--- src/hdl/jpp_pkg.sv ---
// Shared constants and types for the JSON pretty printer.
`timescale 1ns / 1ps

package jpp_pkg;

    // Default nesting limit handed to the top level.
    localparam int JPP_MAX_DEPTH_DEFAULT = 15;

    // The widest indentation step; wider register values act as this.
    localparam int JPP_INDENT_MAX = 4;

    localparam logic [2:0] JPP_INDENT_RESET = 3'd2;

    // Character codes.
    localparam logic [7:0] CH_LBRACE = 8'h7B;
    localparam logic [7:0] CH_LBRACK = 8'h5B;
    localparam logic [7:0] CH_RBRACE = 8'h7D;
    localparam logic [7:0] CH_RBRACK = 8'h5D;
    localparam logic [7:0] CH_COLON  = 8'h3A;
    localparam logic [7:0] CH_COMMA  = 8'h2C;
    localparam logic [7:0] CH_QUOTE  = 8'h22;
    localparam logic [7:0] CH_BSLASH = 8'h5C;
    localparam logic [7:0] CH_SPACE  = 8'h20;
    localparam logic [7:0] CH_CR     = 8'h0D;
    localparam logic [7:0] CH_LF     = 8'h0A;

    // Bytes still owed for the transaction being expanded, in emission order:
    // a leading line break, the indentation (counted separately), the input
    // byte itself, then a trailing space or a trailing line break.
    typedef struct packed {
        logic pre_cr;
        logic pre_lf;
        logic main_pend;
        logic suf_sp;
        logic suf_cr;
        logic suf_lf;
    } plan_flags_t;

endpackage

--- src/hdl/json_pretty_printer_core.sv ---
// JSON pretty printer: expands compact JSON bytes into indented text.
// An accepted input byte is registered into the expansion plan, and its output bytes then pass
// through the output register. Throughput: one output byte per cycle while m_ready is high,
// limited by the single output register; an input transaction emits from 1 up to
// MAX_DEPTH * 4 + 3 bytes. Reset (aresetn low, synchronous) empties both stages, clears the
// parser state and sets the indentation width to 2.
`timescale 1ns / 1ps

module json_pretty_printer_core #(
    parameter int MAX_DEPTH = jpp_pkg::JPP_MAX_DEPTH_DEFAULT
) (
    input  logic       aclk,
    input  logic       aresetn,

    input  logic       cfg_wr_en,
    input  logic [2:0] cfg_wr_data,

    input  logic       s_valid,
    output logic       s_ready,
    input  logic [7:0] s_in_byte,

    output logic       m_valid,
    input  logic       m_ready,
    output logic [7:0] m_out_byte,
    output logic       m_last
);

    import jpp_pkg::*;

    // The nesting depth only needs to reach MAX_DEPTH, and the indentation run is at most
    // MAX_DEPTH levels of the widest step.
    localparam int NestWidth = $clog2(MAX_DEPTH + 1);
    localparam int CntWidth  = $clog2(MAX_DEPTH * JPP_INDENT_MAX + 1);

    // ------------------------------------------------------------------------------------
    // Configuration and parser state. The parser state advances when an input transaction
    // is accepted, so the next byte sees it right away.
    // ------------------------------------------------------------------------------------
    logic [2:0]           indent_width_reg;
    logic                 in_string_reg, in_string_next;
    logic [7:0]           prev_byte_reg;
    logic [NestWidth-1:0] nest_reg, nest_next;
    logic                 line_start_reg, line_start_next;

    // Expansion plan of the transaction being emitted.
    logic                 plan_valid_reg;
    plan_flags_t          plan_reg, plan_next;
    logic [CntWidth-1:0]  indent_cnt_reg, indent_cnt_next;
    logic [7:0]           main_byte_reg;

    // Output register.
    logic                 m_valid_reg;
    logic [7:0]           m_out_byte_reg;
    logic                 m_last_reg;

    logic                 s_accept;
    logic                 out_load;
    logic                 plan_done;
    plan_flags_t          plan_after;
    logic [CntWidth-1:0]  indent_cnt_after;
    logic [7:0]           out_byte_sel;

    // ------------------------------------------------------------------------------------
    // Decode of the incoming byte into the new state and the list of bytes it produces.
    // ------------------------------------------------------------------------------------
    logic                 after_opener;
    logic                 is_closer;
    logic                 need_break;
    logic                 need_indent;
    logic [2:0]           width_eff;
    logic [CntWidth-1:0]  indent_len;

    assign after_opener = (prev_byte_reg == CH_LBRACE) || (prev_byte_reg == CH_LBRACK);
    assign is_closer    = (s_in_byte == CH_RBRACE) || (s_in_byte == CH_RBRACK);

    always_comb begin
        in_string_next  = in_string_reg;
        nest_next       = nest_reg;
        need_break      = 1'b0;
        plan_next       = '0;
        plan_next.main_pend = 1'b1;
        line_start_next = (s_in_byte == CH_LF);

        if (in_string_reg) begin
            // Only a single preceding backslash is checked, so an escaped backslash
            // right before a quote keeps the string open.
            if ((s_in_byte == CH_QUOTE) && (prev_byte_reg != CH_BSLASH)) begin
                in_string_next = 1'b0;
            end
        end else if (is_closer) begin
            // A closer right after an opener keeps empty blocks on one line.
            if (!after_opener) begin
                need_break = 1'b1;
                if (nest_reg != '0) begin
                    nest_next = nest_reg - 1'b1;
                end
            end
        end else if (s_in_byte == CH_COLON) begin
            plan_next.suf_sp = 1'b1;
            line_start_next  = 1'b0;
        end else if (s_in_byte == CH_COMMA) begin
            plan_next.suf_cr = 1'b1;
            plan_next.suf_lf = 1'b1;
            line_start_next  = 1'b1;
        end else begin
            if (s_in_byte == CH_QUOTE) begin
                in_string_next = 1'b1;
            end
            // The first element of a block goes on a new, deeper line.
            if (after_opener) begin
                need_break = 1'b1;
                if (nest_reg < NestWidth'(MAX_DEPTH)) begin
                    nest_next = nest_reg + 1'b1;
                end
            end
        end

        plan_next.pre_cr = need_break;
        plan_next.pre_lf = need_break;
    end

    // Indentation precedes the input byte whenever a line break came right before it,
    // either one owed from an earlier transaction or the leading break of this one. A
    // leading break itself is never indented.
    assign need_indent = need_break || line_start_reg;
    assign width_eff   = (indent_width_reg > 3'(JPP_INDENT_MAX)) ? 3'(JPP_INDENT_MAX)
                                                                : indent_width_reg;
    assign indent_len  = CntWidth'(nest_next) * CntWidth'(width_eff);
    assign indent_cnt_next = need_indent ? indent_len : '0;

    // ------------------------------------------------------------------------------------
    // Emission: pick the next owed byte and strike it from the plan.
    // ------------------------------------------------------------------------------------
    always_comb begin
        plan_after       = plan_reg;
        indent_cnt_after = indent_cnt_reg;
        out_byte_sel     = main_byte_reg;
        if (plan_reg.pre_cr) begin
            out_byte_sel      = CH_CR;
            plan_after.pre_cr = 1'b0;
        end else if (plan_reg.pre_lf) begin
            out_byte_sel      = CH_LF;
            plan_after.pre_lf = 1'b0;
        end else if (indent_cnt_reg != '0) begin
            out_byte_sel     = CH_SPACE;
            indent_cnt_after = indent_cnt_reg - 1'b1;
        end else if (plan_reg.main_pend) begin
            out_byte_sel         = main_byte_reg;
            plan_after.main_pend = 1'b0;
        end else if (plan_reg.suf_sp) begin
            out_byte_sel      = CH_SPACE;
            plan_after.suf_sp = 1'b0;
        end else if (plan_reg.suf_cr) begin
            out_byte_sel      = CH_CR;
            plan_after.suf_cr = 1'b0;
        end else begin
            out_byte_sel      = CH_LF;
            plan_after.suf_lf = 1'b0;
        end
    end

    assign plan_done = (plan_after == '0) && (indent_cnt_after == '0);

    // The output register takes a byte whenever it is empty or being drained. A new input
    // transaction is taken as soon as the plan is empty or hands over its final byte, so
    // single-byte transactions stream at one per cycle while m_ready is high.
    assign out_load = plan_valid_reg && (!m_valid_reg || m_ready);
    assign s_ready  = !plan_valid_reg || (out_load && plan_done);
    assign s_accept = s_valid && s_ready;

    // ------------------------------------------------------------------------------------
    // Registers.
    // ------------------------------------------------------------------------------------
    always_ff @(posedge aclk) begin
        if (!aresetn) begin
            indent_width_reg <= JPP_INDENT_RESET;
            in_string_reg    <= 1'b0;
            prev_byte_reg    <= '0;
            nest_reg         <= '0;
            line_start_reg   <= 1'b0;
            plan_valid_reg   <= 1'b0;
            m_valid_reg      <= 1'b0;
        end else begin
            if (cfg_wr_en) begin
                indent_width_reg <= cfg_wr_data;
            end

            if (s_accept) begin
                in_string_reg  <= in_string_next;
                prev_byte_reg  <= s_in_byte;
                nest_reg       <= nest_next;
                line_start_reg <= line_start_next;
                plan_valid_reg <= 1'b1;
            end else if (out_load && plan_done) begin
                plan_valid_reg <= 1'b0;
            end

            if (out_load) begin
                m_valid_reg <= 1'b1;
            end else if (m_ready) begin
                m_valid_reg <= 1'b0;
            end
        end
    end

    // Payload registers need no reset; the valid flags guard them.
    always_ff @(posedge aclk) begin
        if (s_accept) begin
            plan_reg       <= plan_next;
            indent_cnt_reg <= indent_cnt_next;
            main_byte_reg  <= s_in_byte;
        end else if (out_load) begin
            plan_reg       <= plan_after;
            indent_cnt_reg <= indent_cnt_after;
        end

        if (out_load) begin
            m_out_byte_reg <= out_byte_sel;
            m_last_reg     <= plan_done;
        end
    end

    assign m_valid    = m_valid_reg;
    assign m_out_byte = m_out_byte_reg;
    assign m_last     = m_last_reg;

endmodule
--- config.mk ---
export PLATFORM = sky130hd
export DESIGN_NAME = json_pretty_printer_core
export DESIGN_NICKNAME = d
export VERILOG_FILES = /design/src/hdl/jpp_pkg.sv /design/src/hdl/json_pretty_printer_core.sv
export SDC_FILE = /design/constraint.sdc
export NUM_CORES = 1
export LEC_CHECK = 0
export ABC_AREA = 1
export BUFFER_PORTS_ARGS = -buffer_cell sky130_fd_sc_hd__buf_2
export CAP_MARGIN = 20
export CORE_AREA = 2 2 76 78
export CTS_BUF_LIST = sky130_fd_sc_hd__clkbuf_4
export CTS_CLUSTER_DIAMETER = 80
export DETAILED_ROUTE_END_ITERATION = 8
export DIE_AREA = 0 0 78 80
export PLACE_DENSITY_LB_ADDON = 0.2
export SETUP_SLACK_MARGIN = 0.02
export SYNTH_ARGS = -nofsm -noshare
export SYNTH_HDL_FRONTEND = slang
export SYNTH_SLANG_ARGS = --single-unit
--- constraint.sdc ---
create_clock -name aclk -period 3.9 [get_ports aclk]
set_input_delay 0.39 -clock aclk [delete_from_list [all_inputs] [get_ports aclk]]
set_output_delay 0.39 -clock aclk [all_outputs]
set_load 0.1 [all_outputs]
==> metrics.md <==
| Metric | Value |
|---|---|
| Largest stage delay, worst path | 550 ps |
| Area taken by multi-input logic gates | 0.00141 sq mm |
| Cell Rows | 27 |
| Max transition margin | 0.678 |
| Power density cells | a little under 400 mW/mm^2 |
| Number of pins with negative max-slew slack in the final report | 0 |
| Maximum fanout along the worst path | 6 |
| Grt ovf | 0 |
| Proportion of synthesized chip area in sequential cells | 0.424 |
| Worst Hold Path Cells | 1 |
| WP data required | 4050 ps |
| Maximum vdd ir drop | 198 uV |
| Unique cell type count in the Yosys netlist | 32 |
| Number of synthesized flops with an enable pin | 28 |
| Critical path, cell by cell | inv_1 > ha_1 > inv_1 > nor2_1 > nand2_1 > nand3_1 > o21ai_0 > nand2_1 > inv_1 > nand2_1 > fa_1 > inv_1 > ha_1 > nand3_1 > nand2_1 > xor2_1 > inv_1 > nand2_1 > nand2_1 > nand2_1 > nand2_1 |
| Crit path setup slack, layout | 533 ps |
| Arrival @ worst endpoint | 3510 ps |
| Placeable Area | 0.00541 sq mm |
| Final design area excluding fillers | 0.00323 sq mm |
| Clock tree skew after final layout | between 10 and 15 ps |
| Post-synthesis register bit count | 48 |
| First-pass GRT wire length | 10,800 um |
| Synth warn | 0 |
| Routed via count | 2,583 |
| Number of diodes | 0 |
| Share of post-route cells with drive strength above 1 | 0.121 |
| 1st-iter DRT viols | 95 |
| Startpoint kind of the worst setup timing path | flop |
| Top Ports | 27 |
| Total Die Area | 0.00624 sq mm |
| Syn-to-layout area delta | 10.5% |
| Hold Buf Count CTS | 0 |
| Share of synthesized registers carrying an async set or reset | 0 |
| Post-Synthesis Cell Area | 0.00293 sq mm |
| Slew at the pin closest to its max-slew limit | 486 ps |
| Detailed Routing Iterations Pass 1 | 6 |
| Clk Tree Root Cell | sky130_fd_sc_hd__clkbuf_4 |
| Maximum clock rate | 297 MHz |
| Clk pin slew, worst setup/hold paths | 150 ps |
| Net count reported at finish | 456 |
| Clock insertion delay at the later pin of the skew report | roughly 370 ps |
| TritonCTS Buffers | 5 |
| Die Wd | between 70 and 80 um |
| Die height | 80 um |
| Post-route worst hold slack | 225 ps |
| Slowest cell on crit path | sky130_fd_sc_hd__fa_1 |
| CTS tree | done |
| Setup repair after global routing missed its margin | no |
| Element type at the critical path end | flop |
| Sequential cell area in the final layout | 0.00124 sq mm |
| Placement-stage worst setup slack | 451 ps |
| Fill count | approximately 500 |
| Crit path top cell by count | sky130_fd_sc_hd__nand2_1 |
| Depth of the worst register-to-register path | 21 |
| Worst setup path class | reg2reg |
| Number of global-route vias before repair | 2,546 |
| Status | finished clean |
| Antenna-violating nets left | 0 |
| Clock net sink count | 48 |
| Weighted congestion at the end of routability-driven global placement | roughly 0.92 |
| Hold/Removal Path Class | in2reg |
| Via density per instance | 5.15 |
| Leakage | 1.61 nW |
| Syn_nets | 426 |
| Initial antenna violation count | 0 |
| Instance area after placement | 0.00313 sq mm |
| Number of instances in the synthesized netlist | 399 |
| Detailed-route DRC error count | 0 |
| Starting density of the core | 0.541 |
| Number of gates resized after CTS | 0 |
| Total length of routed wires | 6110 um |
| Number of setup buffers added after CTS | 0 |
| Total global-route track usage | 0.215 |
| Post-layout power | 1.28 mW |
| Post-route fraction of the period consumed by the critical path | 0.863 |
| Total of endpoints with negative setup slack in the final report | 0 |
| Number of I/O port buffers | 26 |
| Max clock buf depth | 2 |
| Number of max-capacitance violations reported | 0 |
| Primary FF master, synth | sky130_fd_sc_hd__edfxtp_1 |
| # H-tree levels | 2 |
| Drt wl/cell | 12.2 um |
| Minimum period implied by the final worst setup slack | roughly 3400 ps |
| Final count of hold timing violations | 0 |
| TNS Setup | 0 ps |
| Pin count of the biggest net entering global routing | 38 |
| Mean cell area of the mapped netlist | ~7.3 sq um |
| Half-perimeter wire length of the detailed placement result | 4690 um |
[through the flow]
stage | instances | util
floorplan | 399 | -
global placement | 494 | 0.578
detailed placement | 494 | 0.578
CTS | 502 | 0.598
global route | 502 | 0.598
finish | 502 | 0.598
[routing by layer]
metal	track usage	part of all wire	wire length [um]	vias up
met5	0	0	0	-
met4	0.0842	0.015	93	0
met3	0.0294	0.055	339	11
met2	0.390	0.48	2940	73
met1	0.258	0.45	2730	1160
li1	-	-	-	1339
[report_power, final]
group,internal [mW],switching (mW),leakage [nW]
Combinational,0.0789,0.210,1.12
Clock,0.202,0.169,0.0558
Sequential,0.587,0.0332,0.441
[synthesized netlist by cell type (2+ instances only)]
cell,instances,share of area
sky130_fd_sc_hd__xor2_1,2,0.0060
sky130_fd_sc_hd__nand2_1,107,0.14
sky130_fd_sc_hd__nand4_1,5,0.011
sky130_fd_sc_hd__a21oi_1,19,0.033
sky130_fd_sc_hd__nand2_2,2,0.0043
sky130_fd_sc_hd__edfxtp_1,28,0.29
sky130_fd_sc_hd__nor2_4,3,0.012
sky130_fd_sc_hd__ha_1,8,0.034
sky130_fd_sc_hd__nand2_4,2,0.0077
sky130_fd_sc_hd__inv_1,61,0.078
sky130_fd_sc_hd__o21ai_0,9,0.015
sky130_fd_sc_hd__nand3_1,38,0.065
sky130_fd_sc_hd__fa_1,3,0.021
sky130_fd_sc_hd__nor2_2,4,0.0086
sky130_fd_sc_hd__dfxtp_1,20,0.14
sky130_fd_sc_hd__nor2_1,64,0.082
sky130_fd_sc_hd__nand4_2,2,0.0086
sky130_fd_sc_hd__buf_2,3,0.0051
sky130_fd_sc_hd__nor3_1,4,0.0068
sky130_fd_sc_hd__buf_6,2,0.0077
sky130_fd_sc_hd__o41ai_1,2,0.0060
[worst max-delay path, delay by kind of cell, from the launching register on]
| family | cells | cell delay (ps) |
|---|---|---|
| AO/OA/AOI/OAI | 1 | 180 |
| buffers and inverters | 5 | 420 |
| AND/OR/NAND/NOR | 11 | 850 |
| flip-flops | 1 | 460 |
| XOR/XNOR | 1 | 190 |
| adder cells (fa/ha/maj) | 3 | 1050 |
[final timing paths]
check            startpoint  slack (ps)           endpoint
max reg2reg     nest_reg[0]         530  indent_cnt_reg[5]
max             nest_reg[0]         530  indent_cnt_reg[5]
min            s_in_byte[7]         220   main_byte_reg[7]
min reg2reg  line_start_reg         480     line_start_reg
[area by class of cell]
| class | instances | share of cell area |
|---|---|---|
| Multi-Input combinational cell | 283 | 0.436 |
| Clock inverter | 3 | 0.0213 |
| Timing Repair Buffer | 29 | 0.0472 |
| Tap cell | 72 | 0.0279 |
| Clock buffer | 5 | 0.0116 |
| Inverter | 62 | 0.0720 |
| Sequential cell | 48 | 0.384 |
[cell usage in the layout (no fill, tap or decap), types with 8 or more instances in the layout]
master / synthesis / routed
sky130_fd_sc_hd__nand2_1: 107 / 107
sky130_fd_sc_hd__nor2_1: 64 / 64
sky130_fd_sc_hd__inv_1: 61 / 61
sky130_fd_sc_hd__nand3_1: 38 / 38
sky130_fd_sc_hd__edfxtp_1: 28 / 28
sky130_fd_sc_hd__buf_2: 3 / 26
sky130_fd_sc_hd__dfxtp_1: 20 / 20
sky130_fd_sc_hd__a21oi_1: 19 / 19
sky130_fd_sc_hd__o21ai_0: 9 / 9
sky130_fd_sc_hd__ha_1: 8 / 8
[logic make-up after synthesis]
kind of cell	count (synthesis)	share of synthesized area
DFF	48	0.424
xor gates and xnor gates	2	0.00599
buffers and inverters	68	0.0937
and+or+nand+nor	234	0.353
AOI/OAI and AO/OA	36	0.0684
adders and majority gates	11	0.0547
No activity file was read; power rests on OpenSTA's default activity.
